**src/rtl/core/lsmt_pkg.sv**
```systemverilog
// Package of the learning switch address table: field widths, defaults,
// table entry type and controller/datapath command types. No dependencies.
package lsmt_pkg;

    localparam int ADDR_W            = 48;
    localparam int PORT_W            = 4;
    localparam int TIME_W            = 32;
    localparam int MASK_W            = 10;
    localparam int DEF_PORT_COUNT    = 10;
    localparam int DEF_TABLE_ENTRIES = 64;
    localparam logic [TIME_W-1:0] AGING_RESET = 32'd1000000;

    typedef struct packed {
        logic              valid;
        logic [ADDR_W-1:0] addr;
        logic [PORT_W-1:0] port;
        logic [TIME_W-1:0] stamp;
    } t_entry;

    // Commands from the controller to the datapath.
    typedef struct packed {
        logic clr_we;   // write an empty entry at the index
        logic load;     // capture a new header and clear the sweep flags
        logic rd_en;    // read the entry at the index
        logic commit;   // learn the source and load the result register
    } t_cmd;

    // Status from the datapath to the controller.
    typedef struct packed {
        logic out_free; // the result register can take a new result
    } t_status;

endpackage

```
**src/rtl/core/lsmt_ctrl.sv**
```systemverilog
// Controller of the learning switch address table: clearing pass, sweep and
// commit sequencing. Depends on lsmt_pkg.
module lsmt_ctrl import lsmt_pkg::*; #(
    parameter int TABLE_ENTRIES = DEF_TABLE_ENTRIES,
    localparam int IDX_W = (TABLE_ENTRIES > 1) ? $clog2(TABLE_ENTRIES) : 1
) (
    input  logic             i_clk,
    input  logic             i_rst_n,
    input  logic             i_in_valid,
    output logic             o_in_stall,
    input  t_status          i_status,
    output t_cmd             o_cmd,
    output logic [IDX_W-1:0] o_idx
);

    localparam logic [2:0] S_CLEAR  = 3'd0;
    localparam logic [2:0] S_IDLE   = 3'd1;
    localparam logic [2:0] S_SCAN   = 3'd2;
    localparam logic [2:0] S_DRAIN  = 3'd3;
    localparam logic [2:0] S_COMMIT = 3'd4;

    logic [2:0]       r_state, n_state;
    logic [IDX_W-1:0] r_idx, n_idx;
    logic             last;

    assign last       = (r_idx == IDX_W'(TABLE_ENTRIES - 1));
    assign o_idx      = r_idx;
    assign o_in_stall = (r_state != S_IDLE);

    always_comb begin
        n_state = r_state;
        n_idx   = r_idx;
        o_cmd   = '0;
        unique case (r_state)
            S_CLEAR: begin
                o_cmd.clr_we = 1'b1;
                if (last) begin
                    n_idx   = '0;
                    n_state = S_IDLE;
                end else begin
                    n_idx = r_idx + 1'b1;
                end
            end
            S_IDLE: begin
                n_idx = '0;
                if (i_in_valid) begin
                    o_cmd.load = 1'b1;
                    n_state    = S_SCAN;
                end
            end
            S_SCAN: begin
                o_cmd.rd_en = 1'b1;
                if (last) begin
                    n_idx   = '0;
                    n_state = S_DRAIN;
                end else begin
                    n_idx = r_idx + 1'b1;
                end
            end
            S_DRAIN: begin
                n_state = S_COMMIT;
            end
            S_COMMIT: begin
                if (i_status.out_free) begin
                    o_cmd.commit = 1'b1;
                    n_state      = S_IDLE;
                end
            end
            default: begin
                n_state = S_CLEAR;
                n_idx   = '0;
            end
        endcase
    end

    always_ff @(posedge i_clk) begin
        if (!i_rst_n) begin
            r_state <= S_CLEAR;
            r_idx   <= '0;
        end else begin
            r_state <= n_state;
            r_idx   <= n_idx;
        end
    end

endmodule

```
**config.mk**
```make
export PLATFORM = sky130hd
export DESIGN_NAME = lsmt_ctrl
export DESIGN_NICKNAME = d
export VERILOG_FILES = /design/src/rtl/core/lsmt_pkg.sv /design/src/rtl/core/lsmt_ctrl.sv
export SDC_FILE = /design/constraint.sdc
export NUM_CORES = 1
export LEC_CHECK = 0
export ABC_AREA = 1
export BUFFER_PORTS_ARGS = -buffer_cell sky130_fd_sc_hd__buf_2
export CAP_MARGIN = 10
export CORE_ASPECT_RATIO = 1.1
export CORE_MARGIN = 1
export CORE_UTILIZATION = 27
export DETAILED_ROUTE_END_ITERATION = 8
export PLACE_DENSITY_LB_ADDON = 0.05
export RECOVER_POWER = 25
export SETUP_SLACK_MARGIN = 0.5
export SLEW_MARGIN = 10
export SYNTH_ARGS = -nofsm -noshare
export SYNTH_HDL_FRONTEND = slang
export SYNTH_SLANG_ARGS = --single-unit
```
**constraint.sdc**
```tcl
create_clock -name i_clk -period 1.5 [get_ports i_clk]
set_input_delay 0.15 -clock i_clk [delete_from_list [all_inputs] [get_ports i_clk]]
set_output_delay 0.15 -clock i_clk [all_outputs]
set_load 0.02 [all_outputs]
```
==> summary.md, run 1 <==
| Metric | Value |
|---|---|
| Status | finished clean |
| Initial core utilization | 29.8% |
| Post-Synth Simple-Gate Area | 32.2% |
| CTS Buf Count | 3 |
| CTS tree | done |
| Routability cong. | 0.664 |
| Die Footprint | 1960 sq um |
| Global-route wire length before repair | 2.07 mm |
| Most common cell after layout, fill and taps aside | nand2_1 |
| DPL Wire Length | 841 um |
| Residual DRC | 0 |
| Measured slew at the worst slew-check pin | 283 ps |
| Total grt overflow | 0 |
| Post-route cell area | 798 sq um |
| Clock transition at the registers of the reported paths | 70 ps |
| Warnings, synthesis | 0 |
| CTS max path bufs | 2 |
| Pre-antenna DRT Iters | 4 |
| Critical path fanouts, max | 6 |
| Synthesized area | 482 sq um |
| Die Y | 46.3 um |
| CTS sink cnt | 9 |
| Core area | 1610 sq um |
| Slew HR | 81.0% |
| CP arrival | 1450 ps |
| Largest net degree at the start of global routing | 8 |
| 1st-iter DRT viols | 16 |
| Finished Layout Cells | 116 |
| Leakage power figure | 0.354 nW |
| GRT Util Overall | 14.6% |
| Commonest cells after routing, fill and taps aside | nand2_1 (10), inv_1 (9), buf_4 (9) |
| Post-DRT Antenna Nets | 0 |
| Compound-gate portion of the synthesized area | 13.0% |
| Tmin final | 1260 ps |
| Drt wl/cell | 11.5 um |
| Pint | 0.365 mW |
| Setup tns final | 0 ps |
| Xor and xnor area share after synthesis | 5.45% |
| Clk pwr share | 39.2% |
| Post-synthesis register bit count | 9 |
| Vias | 569 |
| Die W | 42.3 um |
| Syn Inst Count | 72 |
| Hold Path Class | in2reg |
| Post-layout net count | 105 |
| Placed insts | 103 |
| Fmax | 793 MHz |
| Fin crit share | 84.1% |
| Clk root buf | clkbuf_4 |
| N_diodes | 0 |
| CP endpoint kind | register |
| Power per Cell Area | 621 nW/um^2 |
| IO Pins | 15 |
| Sequential share of power | 50.8% |
| Synth cell types | 17 |
| Critical path launch point type | register |
| Area delta synth->final | 65.7% |
| Sw power | 0.131 mW |
| CP required | 1690 ps |
| Avg Vias per Cell | 4.91 |
| Adder-cell share of the synthesized area | 2.60% |
| # H-tree levels | 1 |
| Routed WL | 1.34 mm |
| Initial antenna violation count | 0 |
| Fin Clk Skew | 5.76 ps |
| Hold Fails Final Rpt | 0 |
| Row cnt | 15 |
| Post-Syn Area per Cell | 6.69 sq um |
| RSZ-0062 raised after global routing | true |
| Setup Viol. Count Final | 0 |
| Crit Path Category | reg2reg |
| Sw Ratio | 26.4% |
| Mux cell area share after synthesis | 0% |
| DP Area | 616 sq um |
| Port-buffer cells | 14 |
| Clk Latency, worst-skew pair | 270 ps |
| Maximum vdd drop | 0.000476 V |
| Main combinational cell family by area after synthesis | simple AND/OR/NAND/NOR gates |
| Combinational group share of total power | 9.9% |
| Fin. max-slew vios | 0 |
| Vias in the first global route | 500 |
| Post-Syn Nets | 77 |
| Share of cells above drive strength 1 | 47.5% |
| Number of maximum-capacitance violations | 0 |
| Sequential area share after synthesis | 37.4% |
[power by group through the flow]
stage | logic (mW) | clock network, mW | registers, mW
floorplan | 0.0216 | 0 | 0.271
global placement | 0.0496 | 0 | 0.263
detailed placement | 0.0464 | 0 | 0.263
CTS | 0.0482 | 0.196 | 0.254
global route | 0.0574 | 0.210 | 0.254
finish | 0.0494 | 0.195 | 0.252
[final timing paths]
check | from | to | slack [ps] | depth (start not counted)
worst min-delay path | i_rst_n | o_idx[0] | 170 | 3
worst min register to register | o_idx[1] | o_idx[1] | 510 | 2
worst max register to register | r_state[0] | r_state[1] | 240 | 9
worst max-delay path | r_state[0] | r_state[1] | 240 | 9
[critical path, stage by stage, from the launching register on]
cell     delay [ps]
dfxtp_4         370
inv_2            70
nor2_4           40
buf_4           130
buf_6           100
nand3_2          50
nand2_1          50
inv_1            80
nand3_1         100
a21oi_1         180
[final cells by class]
type | instances | area, sq um
Clock buffer | 4 | 26.3
Fill cell | 166 | 816
Timing Repair Buffer | 23 | 158
Tap cell | 17 | 21.3
Sequential cell | 9 | 200
Multi-Input combinational cell | 51 | 348
Inverter | 12 | 45.0
[cell families after synthesis]
logic type                 Yosys count
adders and majority gates            1
and+or+nand+nor                     36
AOI/OAI and AO/OA                   11
buffers and inverters               12
xor gates and xnor gates             3
DFF                                  9
[synth_stat cells, drive strengths merged]
master | count | share of area [%]
nor3 | 2 | 2.1
nor2 | 10 | 7.8
inv | 12 | 9.3
o21bai | 1 | 1.6
o31ai | 1 | 1.6
nand2 | 15 | 12
nand3 | 7 | 7.3
a21oi | 6 | 6.2
ha | 1 | 2.6
a22oi | 1 | 1.6
o21ai | 2 | 2.1
nand3b | 1 | 1.6
nand4 | 1 | 1.3
xor2 | 3 | 5.5
dfxtp | 9 | 37
[routing by layer]
layer  vias to the layer above  routed length (um)  GRT usage, %
met1                       257                 614          17.7
met4                         0                  25          7.50
met2                        19                 627          22.8
met5                         -                   0             0
li1                        288                   -             -
met3                         5                  71          5.49
[through the flow]
stage               setup slack [ps]  hold WS (ps)  util, %  power (mW)
floorplan                        387           273        -       0.293
global placement                 302           435     38.1       0.313
detailed placement               327           423     38.1       0.310
CTS                              258           143     45.8       0.498
global route                     119           167     49.5       0.521
finish                           239           169     49.5       0.496
[registers in the layout, summed over array words and instances, names as in the netlist]
name and flops:
o_idx 6, r_state 3
[what timing repair did]
action,in CTS,in global routing
resized for setup,16,13
hold buffers,0,0
setup buffers,7,2
pin swaps,7,4
setup endpoints to repair,13,14
Power figures use the tool's default switching activity.
==> run 2: changes to the inputs <==
Clock period 1.5 ns to 1 ns, I/O delays scaled along.
==> run 2 against run 1 <==
Compared with the run above:
- the flow now finishes with violations (setup timing)
- non-clock buffer count is 15 higher
- die area stayed put
- sequential cell count stayed put
- total power is 61% higher
- via count is 9.5% higher
- cell count is 13% higher
- combinational power grew to 2.7 times the previous value
- clock power is 48% higher
- design area is 34% higher
- first-iteration DRC count is 44% lower
- clock skew is 3.1 ps lower
==> summary.md, run 2 (same netlist as run 1, synthesis figures left out) <==
| Metric | Value |
|---|---|
| Status | finished, violations left |
| Failing checks | setup timing |
| 1st-iter DRT viols | 9 |
| Largest net degree at the start of global routing | 8 |
| Sw Ratio | 26.2% |
| Crit Path Category | reg2out |
| DPL Wire Length | 979 um |
| Post-DRT Antenna Nets | 0 |
| CTS sink cnt | 9 |
| Clk pwr share | 36.3% |
| Row cnt | 15 |
| Combinational group share of total power | 16.6% |
| Area delta synth->final | 122% |
| Most common cell after layout, fill and taps aside | buf_6 |
| IO Pins | 15 |
| CTS Buf Count | 3 |
| CTS tree | done |
| Power per Cell Area | 744 nW/um^2 |
| Sequential share of power | 47.2% |
| # H-tree levels | 1 |
| Hold Fails Final Rpt | 0 |
| Die W | 42.3 um |
| Pint | 0.588 mW |
| Commonest cells after routing, fill and taps aside | buf_6 (19), buf_4 (16), inv_1 (7), nand2_1 (7), dfxtp_4 (6) |
| Fin. max-slew vios | 0 |
| Critical path fanouts, max | 6 |
| Initial antenna violation count | 0 |
| RSZ-0062 raised after global routing | true |
| N_diodes | 0 |
| Leakage power figure | 0.477 nW |
| Post-layout net count | 120 |
| Pre-antenna DRT Iters | 4 |
| Placed insts | 117 |
| Clk root buf | clkbuf_4 |
| Drt wl/cell | 11.2 um |
| Measured slew at the worst slew-check pin | 253 ps |
| Avg Vias per Cell | 4.76 |
| Critical path launch point type | register |
| Die Footprint | 1960 sq um |
| Max reg flops | 6 |
| Port-buffer cells | 14 |
| Vias in the first global route | 616 |
| FILL cells | 137 |
| Share of cells above drive strength 1 | 71.1% |
| Initial core utilization | 29.8% |
| Die Y | 46.3 um |
| Fmax | 818 MHz |
| Tmin final | 1220 ps |
| Final hold slack | 90.0 ps |
| Clock transition at the registers of the reported paths | 70 ps |
| Hold Path Class | in2reg |
| Fin crit share | 122% |
| Pwr Total | 0.796 mW |
| CP arrival | 1120 ps |
| Finished Layout Cells | 131 |
| CTS max path bufs | 2 |
| Routed WL | 1.46 mm |
| Maximum vdd drop | 0.000599 V |
| Setup tns final | -2440 ps |
| Vias | 623 |
| Fin Clk Skew | 2.71 ps |
| Setup Viol. Count Final | 14 |
| Setup WS pre-CTS | -156 ps |
| Number of maximum-capacitance violations | 0 |
| Slew HR | 83.0% |
| CP required | 900 ps |
| Core area | 1610 sq um |
| Global-route wire length before repair | 2.38 mm |
| Clk Latency, worst-skew pair | 260 ps |
| Total grt overflow | 0 |
| CP endpoint kind | output port |
| PnR worst setup slack | -223 ps |
| Hold-fix buffers, CTS | 0 |
| Sw power | 0.209 mW |
| Routability cong. | 0.743 |
| GRT Util Overall | 16.4% |
| Residual DRC | 0 |
-- run 2: cell count changes in the layout (fill, tap and decap cells not counted), moves of 3 or more --
cell | previous run | this run
buf_6 | 4 | 19
buf_4 | 9 | 16
clkbuf_1 | 5 | 1
buf_2 | 6 | 3
inv_4 | 0 | 3
nand2_1 | 10 | 7
-- run 2: repair_timing --
item,CTS,global route
setup buffers,5,5
endpoints found under the hold margin,0,0
cloned,0,0
resized for setup,44,9
endpoints found under the setup margin,20,20
pin swaps,11,12
-- run 2: worst paths after layout --
check / startpoint / end / slack [ps] / depth (start not counted)
worst max-delay path: r_state[0] / o_cmd[2] / -220 / 5
worst max register to register: r_state[2] / o_idx[2] / -190 / 5
worst min-delay path: i_rst_n / o_idx[4] / 90 / 3
worst min register to register: o_idx[2] / o_idx[2] / 550 / 2
-- run 2: layer usage --
| layer | track usage [%] | wire length [um] | vias up |
|---|---|---|---|
| met2 | 33.2 | 834 | 17 |
| met5 | 0 | 0 | - |
| met1 | 16.1 | 559 | 288 |
| li1 | - | - | 316 |
| met4 | 9.38 | 12 | 0 |
| met3 | 2.35 | 55 | 2 |
-- run 2: cell type report --
type / instances / area, sq um / share of cell area, %
Clock buffer: 4 / 26.3 / 2.46
Sequential cell: 9 / 205 / 19.2
Tap cell: 17 / 21.3 / 1.99
Timing Repair Buffer: 38 / 349 / 32.6
Inverter: 12 / 52.6 / 4.91
Multi-Input combinational cell: 51 / 415 / 38.8
-- run 2: power by group through the flow --
stage	sequential, mW	combinational [mW]	clock [mW]
after floorplan	0.398	0.0339	0
after global placement	0.381	0.0952	0
after detailed placement	0.381	0.0954	0
after CTS	0.376	0.131	0.294
after global routing	0.377	0.141	0.310
final	0.376	0.132	0.289
-- run 2: worst max-delay path, cell delays in order, from the launching register on --
cell	delay, ps
dfxtp_4	400
inv_2	60
nor2_4	130
nand2_4	80
nor2_4	80
buf_6	120
-- run 2: through the flow --
stage	utilization (%)	instance area [sq um]
finish	66.3	1070
global route	66.3	1070
CTS	61.6	995
detailed placement	48.3	779
global placement	48.3	779
floorplan	-	583
